==> src/rtl/setq_pkg.sv <==
// Shared types, constants and command codes for the sorted event timer queue.
// No dependencies; imported by every module of the block.
package setq_pkg;
    localparam int TABLE_DEPTH = 16;
    localparam int IDX_W = $clog2(TABLE_DEPTH);
    localparam int CNT_W = $clog2(TABLE_DEPTH + 1);
    localparam int TIME_W = 32;
    localparam int KEY_W = 16;
    localparam int FUNC_W = 3;
    localparam int DIST_W = 33;
    localparam int RCNT_W = 5;
    localparam int IN_TDATA_W = 56;
    localparam int OUT_TDATA_W = 64;

    typedef enum logic [FUNC_W-1:0] {
        FN_TICK   = 3'd0,
        FN_START  = 3'd1,
        FN_PAUSE  = 3'd2,
        FN_STOP   = 3'd3,
        FN_ADD    = 3'd4,
        FN_RMNEXT = 3'd5,
        FN_RMALL  = 3'd6,
        FN_TTE    = 3'd7
    } func_t;

    localparam logic [1:0] ST_OK       = 2'd0;
    localparam logic [1:0] ST_NOTFOUND = 2'd1;
    localparam logic [1:0] ST_FULL     = 2'd2;

    // Commands from controller to datapath.
    typedef enum logic [3:0] {
        OP_NONE,
        OP_LOAD,      // capture input beat, clear result fields
        OP_DIV_START, // start modulo unit on dividend selected by dsel
        OP_DIV_STEP,
        OP_TICK_EXEC, // apply tick using reduced now / next
        OP_TIMER,     // start, pause or stop
        OP_ADD_EXEC,  // halt timer, reset read pointer, start insert scan at table end
        OP_SCAN,      // examine entry at scan pointer
        OP_SHIFT,     // move entry scan+1 down to scan
        OP_SHIFT_UP,  // move entry scan-1 up to scan
        OP_FINISH     // final distance / status
    } op_t;

    typedef enum logic [1:0] {
        DSEL_ELAPSED,
        DSEL_ELAPSED_INC,
        DSEL_TIN,
        DSEL_ENTRY
    } dsel_t;

    typedef struct packed {
        op_t   op;
        dsel_t dsel;
    } setq_cmd_t;

    typedef struct packed {
        logic  div_done;
        logic  periodic;
        logic  scan_end;   // scan pointer past the last valid entry
        logic  shift_last; // removal shift pass is at its last step
        logic  full;
        logic  found;
        logic  ins_here;   // add: shifting reached insert position
        logic  search_done;
        func_t func;
    } setq_stat_t;
endpackage

==> src/rtl/setq_moddiv.sv <==
// Restoring bit-serial modulo unit, one quotient bit per cycle.
// Depends on setq_pkg.
module setq_moddiv (
    input  logic                      aclk,
    input  logic                      aresetn,
    input  logic                      start,
    input  logic [setq_pkg::TIME_W:0] dividend,
    input  logic [setq_pkg::TIME_W-1:0] divisor,
    output logic                      done,
    output logic [setq_pkg::TIME_W-1:0] remainder
);
    import setq_pkg::*;
    localparam int DW = TIME_W + 1;

    logic [DW-1:0]        num_reg;
    logic [DW:0]          rem_reg;
    logic [$clog2(DW+1)-1:0] cnt_reg;
    logic                 busy_reg;
    logic [DW:0]          trial;

    assign trial = {rem_reg[DW-1:0], num_reg[DW-1]} - {2'b0, divisor};
    assign done = !busy_reg;
    assign remainder = rem_reg[TIME_W-1:0];

    always_ff @(posedge aclk) begin
        if (!aresetn) begin
            busy_reg <= 1'b0;
            cnt_reg  <= '0;
        end else if (start) begin
            busy_reg <= 1'b1;
            cnt_reg  <= ($clog2(DW+1))'(DW);
            num_reg  <= dividend;
            rem_reg  <= '0;
        end else if (busy_reg) begin
            num_reg <= {num_reg[DW-2:0], 1'b0};
            if (!trial[DW]) begin
                rem_reg <= trial;
            end else begin
                rem_reg <= {rem_reg[DW-1:0], num_reg[DW-1]};
            end
            cnt_reg <= cnt_reg - 1'b1;
            if (cnt_reg == 1) begin
                busy_reg <= 1'b0;
            end
        end
    end
endmodule

==> src/rtl/setq_datapath.sv <==
// Datapath: event table, timer registers, scan pointer and result register.
// Depends on setq_pkg and setq_moddiv.
module setq_datapath (
    input  logic                          aclk,
    input  logic                          aresetn,
    input  setq_pkg::setq_cmd_t           cmd,
    output setq_pkg::setq_stat_t          stat,
    input  logic [setq_pkg::TIME_W-1:0]   cfg_wdata,
    input  logic                          cfg_wen,
    input  logic [setq_pkg::IN_TDATA_W-1:0] in_data,
    output logic [setq_pkg::OUT_TDATA_W-1:0] out_data
);
    import setq_pkg::*;

    logic [TIME_W-1:0] tbl_time [TABLE_DEPTH];
    logic [KEY_W-1:0]  tbl_key  [TABLE_DEPTH];

    logic [TIME_W-1:0] period_reg, elapsed_reg, last_reg, now_reg, t_reg;
    logic [CNT_W-1:0]  count_reg, rptr_reg, scan_reg, start_reg;
    logic              running_reg, paused_reg;
    func_t             func_reg;
    logic [KEY_W-1:0]  key_reg;
    logic [TIME_W-1:0] tin_reg;
    logic              found_reg, search_reg, wrapped_reg;

    logic              fired_reg;
    logic [KEY_W-1:0]  fkey_reg;
    logic [1:0]        status_reg;
    logic [RCNT_W-1:0] removed_reg;
    logic [DIST_W-1:0] dist_reg;

    logic              div_start, div_done;
    logic [TIME_W:0]   div_num;
    logic [TIME_W-1:0] div_rem;
    logic              periodic;
    logic [IDX_W-1:0]  sidx, sidx_p1, sidx_m1;
    logic              in_range;
    logic              shift_last;
    logic              advance;
    logic [TIME_W-1:0] tick_now;

    assign periodic   = (period_reg != '0);
    assign sidx       = scan_reg[IDX_W-1:0];
    assign sidx_p1    = IDX_W'(scan_reg + 1'b1);
    assign sidx_m1    = IDX_W'(scan_reg - 1'b1);
    assign in_range   = (scan_reg < count_reg);
    assign shift_last = (CNT_W'(scan_reg + 1'b1) >= count_reg);
    assign advance    = running_reg && !paused_reg;

    // Time seen by a tick: periodic ticks arrive with now_reg already reduced
    // (and advanced when running and not paused); one-shot ticks saturate at the top count.
    always_comb begin
        if (periodic) begin
            tick_now = now_reg;
        end else if (advance && elapsed_reg != '1) begin
            tick_now = elapsed_reg + 1'b1;
        end else begin
            tick_now = elapsed_reg;
        end
    end

    always_comb begin
        case (cmd.dsel)
            DSEL_ELAPSED:     div_num = {1'b0, elapsed_reg};
            DSEL_ELAPSED_INC: div_num = {1'b0, now_reg} + 1'b1;
            DSEL_TIN:         div_num = {1'b0, tin_reg};
            default:          div_num = {1'b0, tbl_time[sidx]};
        endcase
    end
    assign div_start = (cmd.op == OP_DIV_START);

    setq_moddiv u_div (
        .aclk(aclk), .aresetn(aresetn), .start(div_start), .dividend(div_num),
        .divisor(period_reg), .done(div_done), .remainder(div_rem)
    );

    assign stat.div_done    = div_done && !div_start;
    assign stat.periodic    = periodic;
    assign stat.scan_end    = !in_range;
    assign stat.shift_last  = shift_last;
    assign stat.full        = (count_reg >= CNT_W'(TABLE_DEPTH));
    assign stat.found       = found_reg;
    assign stat.ins_here    = (scan_reg == '0) || (tbl_time[sidx_m1] <= t_reg);
    assign stat.search_done = search_reg;
    assign stat.func        = func_reg;

    assign out_data = {{(OUT_TDATA_W-57){1'b0}}, dist_reg, removed_reg, status_reg,
                       fkey_reg, fired_reg};

    // Distance for time to event; t_reg holds the entry time reduced.
    logic [TIME_W:0] back, fwd, back_raw;
    always_comb begin
        back_raw = {1'b0, now_reg} + {1'b0, period_reg} - {1'b0, t_reg};
        back = (back_raw >= {1'b0, period_reg}) ? back_raw - {1'b0, period_reg}
                                                : back_raw;
        fwd  = {1'b0, period_reg} - back;
    end

    always_ff @(posedge aclk) begin
        if (!aresetn) begin
            period_reg  <= '0;
            elapsed_reg <= '0;
            last_reg    <= '0;
            count_reg   <= '0;
            rptr_reg    <= '0;
            running_reg <= 1'b0;
            paused_reg  <= 1'b0;
        end else begin
            if (cfg_wen) begin
                period_reg <= cfg_wdata;
            end
            case (cmd.op)
                OP_LOAD: begin
                    func_reg    <= func_t'(in_data[FUNC_W-1:0]);
                    key_reg     <= in_data[FUNC_W +: KEY_W];
                    tin_reg     <= in_data[FUNC_W+KEY_W +: TIME_W];
                    fired_reg   <= 1'b0;
                    fkey_reg    <= '0;
                    status_reg  <= ST_OK;
                    removed_reg <= '0;
                    dist_reg    <= '0;
                    scan_reg    <= '0;
                    found_reg   <= 1'b0;
                    search_reg  <= 1'b0;
                    wrapped_reg <= 1'b0;
                    now_reg     <= elapsed_reg;
                    t_reg       <= in_data[FUNC_W+KEY_W +: TIME_W];
                end
                OP_DIV_START: ;
                OP_DIV_STEP: begin
                    if (div_done) begin
                        if (cmd.dsel == DSEL_ENTRY || cmd.dsel == DSEL_TIN) begin
                            t_reg <= div_rem;
                        end else if (cmd.dsel == DSEL_ELAPSED || advance) begin
                            // A stopped or paused timer keeps the reduced now.
                            now_reg <= div_rem;
                        end
                    end
                end
                OP_TICK_EXEC: begin
                    if (advance) begin
                        elapsed_reg <= tick_now;
                    end
                    if (count_reg != '0) begin
                        if (rptr_reg >= count_reg) begin
                            if (periodic && tick_now < last_reg) begin
                                rptr_reg <= '0;
                            end
                        end else if (tbl_time[rptr_reg[IDX_W-1:0]] <= tick_now) begin
                            fired_reg <= 1'b1;
                            fkey_reg  <= tbl_key[rptr_reg[IDX_W-1:0]];
                            rptr_reg  <= rptr_reg + 1'b1;
                        end
                        last_reg <= tick_now;
                    end
                end
                OP_TIMER: begin
                    case (func_reg)
                        FN_START: begin
                            if (!paused_reg) elapsed_reg <= '0;
                            paused_reg  <= 1'b0;
                            running_reg <= 1'b1;
                        end
                        FN_PAUSE: paused_reg <= 1'b1;
                        default: begin
                            running_reg <= 1'b0;
                            paused_reg  <= 1'b0;
                            elapsed_reg <= '0;
                        end
                    endcase
                end
                OP_SHIFT_UP: begin
                    // Add: scan_reg walks down from count; opens a slot.
                    if (scan_reg == '0 || tbl_time[sidx_m1] <= t_reg) begin
                        tbl_time[sidx] <= t_reg;
                        tbl_key[sidx]  <= key_reg;
                        count_reg      <= count_reg + 1'b1;
                    end else begin
                        tbl_time[sidx] <= tbl_time[sidx_m1];
                        tbl_key[sidx]  <= tbl_key[sidx_m1];
                        scan_reg       <= scan_reg - 1'b1;
                    end
                end
                OP_ADD_EXEC: begin
                    running_reg <= 1'b0;
                    paused_reg  <= 1'b0;
                    elapsed_reg <= '0;
                    rptr_reg    <= '0;
                    scan_reg    <= count_reg;
                    if (count_reg >= CNT_W'(TABLE_DEPTH)) begin
                        status_reg <= ST_FULL;
                    end
                end
                OP_SCAN: begin
                    case (func_reg)
                        FN_RMNEXT: begin
                            if (!search_reg) begin
                                // Find start: first entry with time >= now.
                                if (in_range && tbl_time[sidx] < now_reg) begin
                                    scan_reg <= scan_reg + 1'b1;
                                end else begin
                                    search_reg <= 1'b1;
                                    start_reg  <= (periodic && !in_range) ? '0 : scan_reg;
                                    if (periodic && !in_range) scan_reg <= '0;
                                end
                            end else if (in_range && tbl_key[sidx] == key_reg) begin
                                found_reg <= 1'b1;
                                if (scan_reg < rptr_reg) rptr_reg <= rptr_reg - 1'b1;
                            end else begin
                                // Advance with wrap when periodic.
                                if (periodic && (scan_reg + 1'b1 >= count_reg)
                                    && !wrapped_reg) begin
                                    scan_reg    <= '0;
                                    wrapped_reg <= 1'b1;
                                    if (start_reg == '0) scan_reg <= count_reg;
                                end else begin
                                    scan_reg <= scan_reg + 1'b1;
                                end
                                if (wrapped_reg && scan_reg + 1'b1 >= start_reg) begin
                                    scan_reg <= count_reg;
                                end
                            end
                        end
                        FN_RMALL: begin
                            if (in_range && tbl_key[sidx] == key_reg) begin
                                // Remember where to resume after the shift pass.
                                found_reg   <= 1'b1;
                                start_reg   <= scan_reg;
                                removed_reg <= removed_reg + 1'b1;
                                if (scan_reg < rptr_reg) rptr_reg <= rptr_reg - 1'b1;
                            end else begin
                                scan_reg <= scan_reg + 1'b1;
                            end
                        end
                        default: begin
                            // Time to event: lowest matching entry.
                            if (in_range && tbl_key[sidx] == key_reg) begin
                                found_reg <= 1'b1;
                                t_reg     <= tbl_time[sidx];
                            end else begin
                                scan_reg <= scan_reg + 1'b1;
                            end
                        end
                    endcase
                end
                OP_SHIFT: begin
                    // Close the gap at scan_reg; done when reaching the end.
                    if (scan_reg + 1'b1 < count_reg) begin
                        tbl_time[sidx] <= tbl_time[sidx_p1];
                        tbl_key[sidx]  <= tbl_key[sidx_p1];
                    end
                    if (shift_last) begin
                        count_reg <= count_reg - 1'b1;
                        scan_reg  <= start_reg;
                        // Remove all resumes its scan; remove next keeps its hit.
                        if (func_reg == FN_RMALL) found_reg <= 1'b0;
                    end else begin
                        scan_reg <= scan_reg + 1'b1;
                    end
                end
                OP_FINISH: begin
                    if (func_reg == FN_TTE) begin
                        if (!found_reg) begin
                            status_reg <= ST_NOTFOUND;
                        end else if (periodic) begin
                            dist_reg <= (fwd < back) ? DIST_W'(fwd) : DIST_W'(-back);
                        end else begin
                            dist_reg <= DIST_W'({1'b0, t_reg} - {1'b0, now_reg});
                        end
                    end else if (func_reg == FN_RMNEXT && !found_reg) begin
                        status_reg <= ST_NOTFOUND;
                    end
                end
                default: ;
            endcase
        end
    end
endmodule

==> src/rtl/setq_ctrl.sv <==
// Controller state machine sequencing each command through the datapath.
// Depends on setq_pkg.
module setq_ctrl (
    input  logic                  aclk,
    input  logic                  aresetn,
    input  logic                  in_valid,
    output logic                  in_ready,
    output logic                  out_valid,
    input  logic                  out_ready,
    output setq_pkg::setq_cmd_t   cmd,
    input  setq_pkg::setq_stat_t  stat
);
    import setq_pkg::*;

    typedef enum logic [3:0] {
        S_IDLE, S_DECODE, S_NOW_DIV, S_INC_DIV, S_TICK, S_TIMER,
        S_TIN_DIV, S_ADD, S_INSERT, S_SCAN, S_SHIFT, S_ENT_DIV, S_FINISH, S_OUT
    } state_t;

    state_t state_reg, state_next;
    logic   divwait_reg, divwait_next;

    assign in_ready  = (state_reg == S_IDLE);
    assign out_valid = (state_reg == S_OUT);

    always_comb begin
        state_next   = state_reg;
        divwait_next = 1'b0;
        cmd.op   = OP_NONE;
        cmd.dsel = DSEL_ELAPSED;
        case (state_reg)
            S_IDLE: begin
                if (in_valid) begin
                    cmd.op = OP_LOAD;
                    state_next = S_DECODE;
                end
            end
            S_DECODE: begin
                if (stat.func == FN_TICK || stat.func == FN_RMNEXT
                    || stat.func == FN_TTE) begin
                    if (stat.periodic) begin
                        cmd.op = OP_DIV_START;
                        state_next = S_NOW_DIV;
                    end else if (stat.func == FN_TICK) begin
                        state_next = S_TICK;
                    end else begin
                        state_next = S_SCAN;
                    end
                end else if (stat.func == FN_ADD) begin
                    if (stat.periodic) begin
                        cmd.op = OP_DIV_START;
                        cmd.dsel = DSEL_TIN;
                        state_next = S_TIN_DIV;
                    end else begin
                        state_next = S_ADD;
                    end
                end else if (stat.func == FN_RMALL) begin
                    state_next = S_SCAN;
                end else begin
                    state_next = S_TIMER;
                end
            end
            S_NOW_DIV: begin
                cmd.op = OP_DIV_STEP;
                if (stat.div_done) begin
                    state_next = (stat.func == FN_TICK) ? S_INC_DIV : S_SCAN;
                    if (stat.func == FN_TICK) divwait_next = 1'b1;
                end
            end
            S_INC_DIV: begin
                if (divwait_reg) begin
                    cmd.op = OP_DIV_START;
                    cmd.dsel = DSEL_ELAPSED_INC;
                end else begin
                    cmd.op = OP_DIV_STEP;
                    cmd.dsel = DSEL_ELAPSED_INC;
                    if (stat.div_done) state_next = S_TICK;
                end
            end
            S_TICK: begin
                cmd.op = OP_TICK_EXEC;
                state_next = S_OUT;
            end
            S_TIMER: begin
                cmd.op = OP_TIMER;
                state_next = S_OUT;
            end
            S_TIN_DIV: begin
                cmd.op = OP_DIV_STEP;
                cmd.dsel = DSEL_TIN;
                if (stat.div_done) state_next = S_ADD;
            end
            S_ADD: begin
                cmd.op = OP_ADD_EXEC;
                state_next = stat.full ? S_OUT : S_INSERT;
            end
            S_INSERT: begin
                cmd.op = OP_SHIFT_UP;
                if (stat.ins_here) state_next = S_OUT;
            end
            S_SCAN: begin
                if (stat.found) begin
                    if (stat.func == FN_TTE) begin
                        if (stat.periodic) begin
                            cmd.op = OP_DIV_START;
                            cmd.dsel = DSEL_ENTRY;
                            state_next = S_ENT_DIV;
                        end else begin
                            state_next = S_FINISH;
                        end
                    end else begin
                        state_next = S_SHIFT;
                    end
                end else if (stat.scan_end && (stat.func != FN_RMNEXT
                                               || stat.search_done)) begin
                    state_next = S_FINISH;
                end else begin
                    cmd.op = OP_SCAN;
                end
            end
            S_SHIFT: begin
                cmd.op = OP_SHIFT;
                if (stat.shift_last) begin
                    state_next = (stat.func == FN_RMALL) ? S_SCAN : S_FINISH;
                end
            end
            S_ENT_DIV: begin
                cmd.op = OP_DIV_STEP;
                cmd.dsel = DSEL_ENTRY;
                if (stat.div_done) state_next = S_FINISH;
            end
            S_FINISH: begin
                cmd.op = OP_FINISH;
                state_next = S_OUT;
            end
            S_OUT: begin
                if (out_ready) state_next = S_IDLE;
            end
            default: state_next = S_IDLE;
        endcase
    end

    always_ff @(posedge aclk) begin
        if (!aresetn) begin
            state_reg   <= S_IDLE;
            divwait_reg <= 1'b0;
        end else begin
            state_reg   <= state_next;
            divwait_reg <= divwait_next;
        end
    end
endmodule

==> src/rtl/sorted_event_timer_queue_core.sv <==
// Top level of the sorted event timer queue: controller plus datapath.
// Depends on setq_pkg, setq_ctrl and setq_datapath.
//
// Usage: each input beat on the s_ channel carries one command (tick, start,
// pause, stop, add, remove next, remove all, time to event) and yields exactly
// one result beat on the m_ channel. The user must write the period register
// through cfg_wen / cfg_wdata only while the block is idle; the block itself does
// not enforce this. Zero period selects one-shot mode. Start, pause and stop go
// from decode straight to the timer update and the result beat. A one-shot tick
// goes straight to the tick update; a periodic tick first runs the bit-serial
// modulo unit twice. Add walks the table from its end to the insert point, after
// a modulo reduction of the event time when periodic. Removals scan the table one
// entry a cycle, pausing the scan to close each gap with a shift pass.
// One command is in flight at a time; s_axis_tready is high only when idle.
// Reset (aresetn low at a clock edge) empties the table, stops the timer and
// clears the period. When the receiver stalls, the result beat holds on
// m_axis_tdata with m_axis_tvalid high until it is taken.
module sorted_event_timer_queue_core (
    input  logic        aclk,
    input  logic        aresetn,
    input  logic        cfg_wen,
    input  logic [31:0] cfg_wdata,
    input  logic        s_axis_tvalid,
    output logic        s_axis_tready,
    // func [2:0], event_key [18:3], event_time [50:19], zeros above
    input  logic [setq_pkg::IN_TDATA_W-1:0] s_axis_tdata,
    output logic        m_axis_tvalid,
    input  logic        m_axis_tready,
    // event_fired [0], fired_key [16:1], status [18:17], removed_count [23:19],
    // distance [56:24], zeros above
    output logic [setq_pkg::OUT_TDATA_W-1:0] m_axis_tdata
);
    import setq_pkg::*;

    setq_cmd_t  cmd;
    setq_stat_t stat;

    setq_ctrl u_ctrl (
        .aclk(aclk), .aresetn(aresetn),
        .in_valid(s_axis_tvalid), .in_ready(s_axis_tready),
        .out_valid(m_axis_tvalid), .out_ready(m_axis_tready),
        .cmd(cmd), .stat(stat)
    );

    setq_datapath u_dp (
        .aclk(aclk), .aresetn(aresetn), .cmd(cmd), .stat(stat),
        .cfg_wdata(cfg_wdata), .cfg_wen(cfg_wen),
        .in_data(s_axis_tdata), .out_data(m_axis_tdata)
    );
endmodule

==> config.mk <==
export PLATFORM = sky130hd
export DESIGN_NAME = sorted_event_timer_queue_core
export DESIGN_NICKNAME = d
export VERILOG_FILES = /design/src/rtl/setq_pkg.sv /design/src/rtl/setq_moddiv.sv /design/src/rtl/setq_datapath.sv /design/src/rtl/setq_ctrl.sv /design/src/rtl/sorted_event_timer_queue_core.sv
export SDC_FILE = /design/constraint.sdc
export NUM_CORES = 2
export LEC_CHECK = 0
export ABC_AREA = 1
export BUFFER_PORTS_ARGS = -buffer_cell sky130_fd_sc_hd__buf_4
export CAP_MARGIN = 10
export CORE_UTILIZATION = 43
export DETAILED_ROUTE_END_ITERATION = 16
export HOLD_SLACK_MARGIN = 0.15
export PLACE_DENSITY = 0.57
export SYNTH_ARGS = -nofsm -noshare
export SYNTH_HDL_FRONTEND = slang
export SYNTH_SLANG_ARGS = --single-unit
==> constraint.sdc <==
create_clock -name aclk -period 10.8 [get_ports aclk]
set_input_delay 0.54 -clock aclk [delete_from_list [all_inputs] [get_ports aclk]]
set_output_delay 0.54 -clock aclk [all_outputs]
set_load 0.01 [all_outputs]
Word level (Yosys, flattened, before mapping)
Memory sizes are Yosys's and may differ from the RTL's. A register that Yosys moved wholly into a read port is not among the register bits.
Index checks and enable logic that the tools add are counted.
Widths: inputs -> output; s select.

operators by class
  add/sub/neg operators = 17
  multiply operators = 0
  div/mod/pow operators = 0
  order comparisons = 13
  eq/ne operators = 81
  shift operators = 0
  muxes and demuxes = 154
  bitwise logic cells = 5
  reductions and logical operators = 69

operators by type and width
  cell                   count
  $mux 32                13
  $mux 33                9
  $pmux 32 s3            2
  $pmux 32 s2            2
  $mux 5                 25
  $mux 4                 28
  $pmux 33 s3            1
  $mux 16                5
  $pmux 33 s2            1
  $sub 33x32->33         2
  $le 32x32->1           2
  $lt 32x32->1           2
  $pmux 4 s12            1
  $ne 2x2->1 const B     22
  $pmux 4 s11            1
  $pmux 5 s2             4
  $eq 4x4->1 const B     9
  $mux 1                 34
  $sub 34x32->34         1
  $add 32x1->33 const B  1
  $add 32x32->33         1
  $ge 33x32->1           1
  $lt 33x33->1           1
  $neg 33->33            1
  55 further kinds       170

storage, ports and cells
  bits in registers = 371
  latch bits = 0
  memory bits (writable) = 768
  memory bits (read-only) = 0
  input bits = 93
  memories = 2

memories
  memory         depth  bits a word  rd ports  clocked after memory_dff  wr ports  RTL line             text
  u_dp.tbl_time  16     32           4         2                         1         setq_datapath.sv:15  logic [TIME_W-1:0] tbl_time [TABLE_DEPTH];
  u_dp.tbl_key   16     16           4         2                         1         setq_datapath.sv:16  logic [KEY_W-1:0] tbl_key [TABLE_DEPTH];

Depth between registers and ports, before layout
  depth after elaboration = 13
  mapped depth = 60
  gate-level depth less buffers = 57

Modules after synthesis
Synthesis repeated with hierarchy kept, for this count alone.

unflattened totals
  cell total of the unflattened synthesis = 11,158
  area total of the unflattened synthesis = 83,518.9 µm²

by module, submodules not included
  module         instances  cells each  area each (µm²)  seq. area each (µm²)
  setq_datapath  1          10,100      76,553.4         30,939.7
  setq_moddiv    1          911         6,199.7          2,122.0
  setq_ctrl      1          147         765.7            100.1

Least setup slack after synthesis
OpenSTA, ideal clock, no wires.

  path type = flip-flop to flip-flop
  start point = register u_dp.period_reg[1]
  end point = register u_dp.dist_reg[6], data pin
  data arrival time = 7.822 ns
  data required time = 10.551 ns
  slack = 2.729 ns
  cell stages (with the launch flop) = 53
  period minus slack after synthesis = 8.071 ns
  path through = dfxtp_1 > inv_1 > fa_1 > inv_1 > fa_1 > nand3_1 > nand3_2 > nand2_1 > nand2_1 > nand2_1 > nand2_2 > a21oi_1 > o21ai_0 > nand2_1 > nand3b_1 > a21boi_0 > o21ai_0 > xor2_1 > (+17 left out) > inv_1 > nor2_1 > nor3_1 > a211oi_1 > nand2_1 > xor2_1 > inv_1 > ha_1 > nand2_1 > nor2_1 > nand4_4 > nor2_4 > nand3_4 > clkbuf_1 > nand4_1 > nand3_1 > nand2_1 > inv_1

on the way
  longest elaborated chain between the ends = 11
  elaborated cells on any way between the ends = 24
  classes of those cells = add/sub (5); order compare (2); eq/ne (2); mux (14); reduce/logical (1)

RTL lines
  element                                         RTL line              text
  start: declaration                              setq_datapath.sv:18   logic [TIME_W-1:0] period_reg, elapsed_reg, last_reg, now_reg, t_reg;
  start signal: assignment                        setq_datapath.sv:110  period_reg <= cfg_wdata;
  $add 32x32->33                                  setq_datapath.sv:93   back_raw = {1'b0, now_reg} + {1'b0, period_reg} - {1'b0, t_reg};
  $sub 33x32->33                                  setq_datapath.sv:93
  $sub 33x32->33 or $ge 33x32->1 (tied branches)  setq_datapath.sv:94   back = (back_raw >= {1'b0, period_reg}) ? back_raw - {1'b0, period_reg}
  $mux 33                                         setq_datapath.sv:94
  $sub 32x33->33                                  setq_datapath.sv:96   fwd = {1'b0, period_reg} - back;
  $lt 33x33->1                                    setq_datapath.sv:266  dist_reg <= (fwd < back) ? DIST_W'(fwd) : DIST_W'(-back);
  $mux 33                                         setq_datapath.sv:266
  $mux 33                                         setq_datapath.sv:265  end else if (periodic) begin
  $mux 33                                         setq_datapath.sv:263  if (!found_reg) begin
  $mux 33                                         setq_datapath.sv:262  if (func_reg == FN_TTE) begin
  $pmux 33 s2 *                                   setq_datapath.sv:112  case (cmd.op)
  end signal: assignment                          setq_datapath.sv:266
  end signal: assignment                          setq_datapath.sv:268  dist_reg <= DIST_W'({1'b0, t_reg} - {1'b0, now_reg});
  end: declaration                                setq_datapath.sv:30   logic [DIST_W-1:0] dist_reg;

Mark *: on every way between the ends. The rest lies on a longest branch, timed or not. The select of a mux whose other input is x is not followed.
A chain may end at the register's enable or synchronous reset.

Worst setup path in the final report
  start point = register u_dp.now_reg[1]
  end point = register u_dp.dist_reg[28], data pin

on the way
  longest elaborated chain between the ends = 11
  elaborated cells on any way between the ends = 14
  classes of those cells = add/sub (6); order compare (2); mux (6)

RTL lines
  element                                         RTL line              text
  start: declaration                              setq_datapath.sv:18
  start signal: assignment                        setq_datapath.sv:126  now_reg <= elapsed_reg;
  start signal: assignment                        setq_datapath.sv:136  now_reg <= div_rem;
  $add 32x32->33                                  setq_datapath.sv:93
  $sub 33x32->33                                  setq_datapath.sv:93
  $sub 33x32->33 or $ge 33x32->1 (tied branches)  setq_datapath.sv:94
  $mux 33                                         setq_datapath.sv:94
  $sub 32x33->33                                  setq_datapath.sv:96
  $lt 33x33->1                                    setq_datapath.sv:266
  $mux 33                                         setq_datapath.sv:266
  $mux 33 *                                       setq_datapath.sv:265
  $mux 33 *                                       setq_datapath.sv:263
  $mux 33 *                                       setq_datapath.sv:262
  $pmux 33 s2 *                                   setq_datapath.sv:112

Marks and branches as above.

==> summary.txt <==
STA
  – Actual slew at the worst max-slew pin: 1.21 ns
  – Crit path time final: 10.11 ns
  – Max_slew headroom: 0.195
  – Post-Route Setup TNS: 0 ns
  – Max Fclk: 98.9 MHz
  – Pins over their slew limit: 0
  – RSZ-0062 raised after global routing: no
  – Final setup vio count: 0
  – Final hold viol count: 0
  – Period utilization: 0.936
  – Final Skew: 0.0428 ns

Global routing
  – Overall Global Routing Usage: 0.353
  – Met3 global-route usage: 0.0657
  – Met1 Use GR: 0.497
  – Vias in the first global route: 73,149
  – Largest net degree at the start of global routing: 222
  – Busiest layer in global routing: met2
  – Antenna violations before repair: 7
  – First-pass GRT wire length: 499 mm
  – Grt total ovfl: 0
  – Grt met2 use: 0.508

Detailed routing
  – Remaining antenna violation count: 0
  – Vias/cell: 6.13
  – Detailed router's first-iteration violation count: 10,514
  – Overall routed net length: 349 mm
  – TritonRoute pass-1 iters: 7
  – Routed WL per cell: 26.6 µm
  – Vias: 80,369
  – DRC: 0

Floorplanning
  – Die Span Y: 438 µm
  – Initial Util: 0.434
  – Die W: 438 µm
  – Core Rows: 159
  – Die footprint: 192,000 µm²
  – IO Count: 159
  – Core area: 188,000 µm²

Placed design
  – Post-DP HPWL: 231 mm
  – Routability Congestion: 0.964
  – PortBufs: 146

Yosys
  – Sequential area share after synthesis: 0.405
  – Top post-synthesis cells by area: edfxtp_1, o21ai_0, nand2_1, a21oi_1, ha_1
  – Synth warn: 0
  – Area leader, netlist: edfxtp_1
  – Synthesized flop and latch total: 1,147
  – Mapped Area: 81,800 µm²
  – Syn Area/Cell: 7.73 µm²
  – Share of synthesized registers carrying an async set or reset: 0
  – Netlist cell types: 73
  – Post-synth top cells: nand2_1, o21ai_0, a21oi_1
  – Synth top area share: 0.374
  – EDFF count, synth: 1,019
  – Most frequent cell after synthesis: nand2_1
  – Cells after Synth: 10,589
  – Top_reg_cell synth: edfxtp_1

Setup path
  – Crit path launch: u_dp.now_reg[1]
  – RR Startpoint: u_dp.now_reg[1]
  – Data required, critical path: 11.34 ns
  – Crit-path slowest cell: o21ai_0
  – CP endpoint kind: register
  – CP Data Arrival Time: 10.65 ns
  – Critical path fanouts, max: 31
  – Max stage delay on crit path: 0.63 ns
  – Startpoint Class: register
  – Most frequent CP cell: nand2_1
  – WS Path Type: reg2reg

CTS
  – Worst-Skew Late Latency: 0.83 ns
  – TritonCTS Buffers: 142
  – Worst-path clk slew: 0.06 ns
  – CTS tree: built
  – H-tree depth: 4
  – CTS max path bufs: 3
  – Clock sinks: 1,147
  – Clk root buf: clkbuf_16
  – Post-CTS Setup Bufs: 0

Layout
  – Register area: 33,200 µm²
  – # fillers: 18,258
  – Share of layout cells above drive strength 1: 0.0722
  – Area of the multi-input gates: 41,600 µm²
  – Max reg flops: 512
  – Layout overhead on the synthesized area: 11.4%
  – Biggest regs: u_dp.tbl_time x512, u_dp.tbl_key x256
  – Largest Register: u_dp.tbl_time
  – Final Net Count: 11,012

Job
  – Max_cap viols: 0

Hold path
  – Min-delay worst type: in2reg
  – Hold path start: cfg_wdata[16]

Run status
  – Status: finished clean
==> path summary, 6_finish.rpt <==
kind,slack [ns],cells after the start,to
setup / recovery,0.69,49,u_dp.dist_reg[28]
hold / removal,0.20,3,u_dp.period_reg[16]
setup reg to reg,0.69,49,u_dp.dist_reg[28]
hold reg to reg,0.46,2,u_dp.last_reg[8]
==> layer usage <==
metal | vias to the layer above | part of all wire
met3 | 755 | 0.11
met4 | 6 | 0.061
met1 | 38138 | 0.42
met5 | - | 0.00013
met2 | 4643 | 0.41
li1 | 36827 | -
==> placed cells by master (no fill, tap or decap), drive strengths merged, types with 14 or more instances in the layout <==
master,count
mux2,14
o221ai,111
edfxtp,1019
xor2,135
o211ai,252
nand4,94
a21oi,1277
dfxtp,128
o21bai,15
ha,381
a211oi,55
xnor2,65
a22oi,32
a31oi,46
nand3,445
clkbuf,176
fa,37
buf,381
o21a,15
o21ai,1770
bufinv,15
nor2,621
clkinv,71
dlygate4sd3,71
a32oi,14
nor3,86
a221oi,22
o22ai,78
nand2,1793
nor4,28
inv,1244
==> through the flow <==
stage                     hold slack [ns]  setup slack, ns  cell area [µm²]  std cells   util
final                               0.201            0.688            91200      13117  0.484
after global placement              0.445            0.953            85600      12781  0.454
after CTS                           0.160            0.846            91200      13116  0.484
after detailed placement            0.456            0.885            85600      12781  0.454
after global routing                0.183          0.00985            91200      13116  0.484
after floorplan                     0.435             2.73            81800      10595      -
==> critical path, delay by kind of cell, from the launching register on <==
family                   cells  cell delay [ns]
flip-flops                   1             0.56
AO/OA/AOI/OAI                8             2.07
XOR/XNOR                     2             0.62
adder cells (fa/ha/maj)      5             2.03
buffers and inverters        9             1.38
AND/OR/NAND/NOR             25             3.13
==> cells by family (layout without fill, tap and decap cells) <==
group	Yosys count	after routing	synth area share
buffers and inverters	1938	1964	0.0903
multiplexers	14	14	0.00193
AND/OR/NAND/NOR	3094	3094	0.159
AO/OA/AOI/OAI	3777	3777	0.255
flip-flops	1147	1147	0.405
adder cells (fa/ha/maj)	418	418	0.0673
other	1	8	0.0000458
XOR/XNOR	200	200	0.0214
==> final cells by class <==
cell class                      instances  area share
Multi-Input combinational cell       7510       0.456
Sequential cell                      1147       0.364
Inverter                             1248      0.0518
Clock buffer                          176      0.0431
Timing Repair Buffer                  452      0.0406
Tap cell                             2495      0.0342
Clock inverter                         88      0.0102
Antenna cell                            1   0.0000274
==> timing repair <==
item | in CTS | in global routing
setup endpoints to repair | 0 | 14
hold buffers | 71 | 0
resized for setup | 0 | 1
endpoints found under the hold margin | 108 | 0
Power is left out: the tool's default activity adds up to more than one toggle a clock period on the data nets, which glitch-free logic cannot reach.
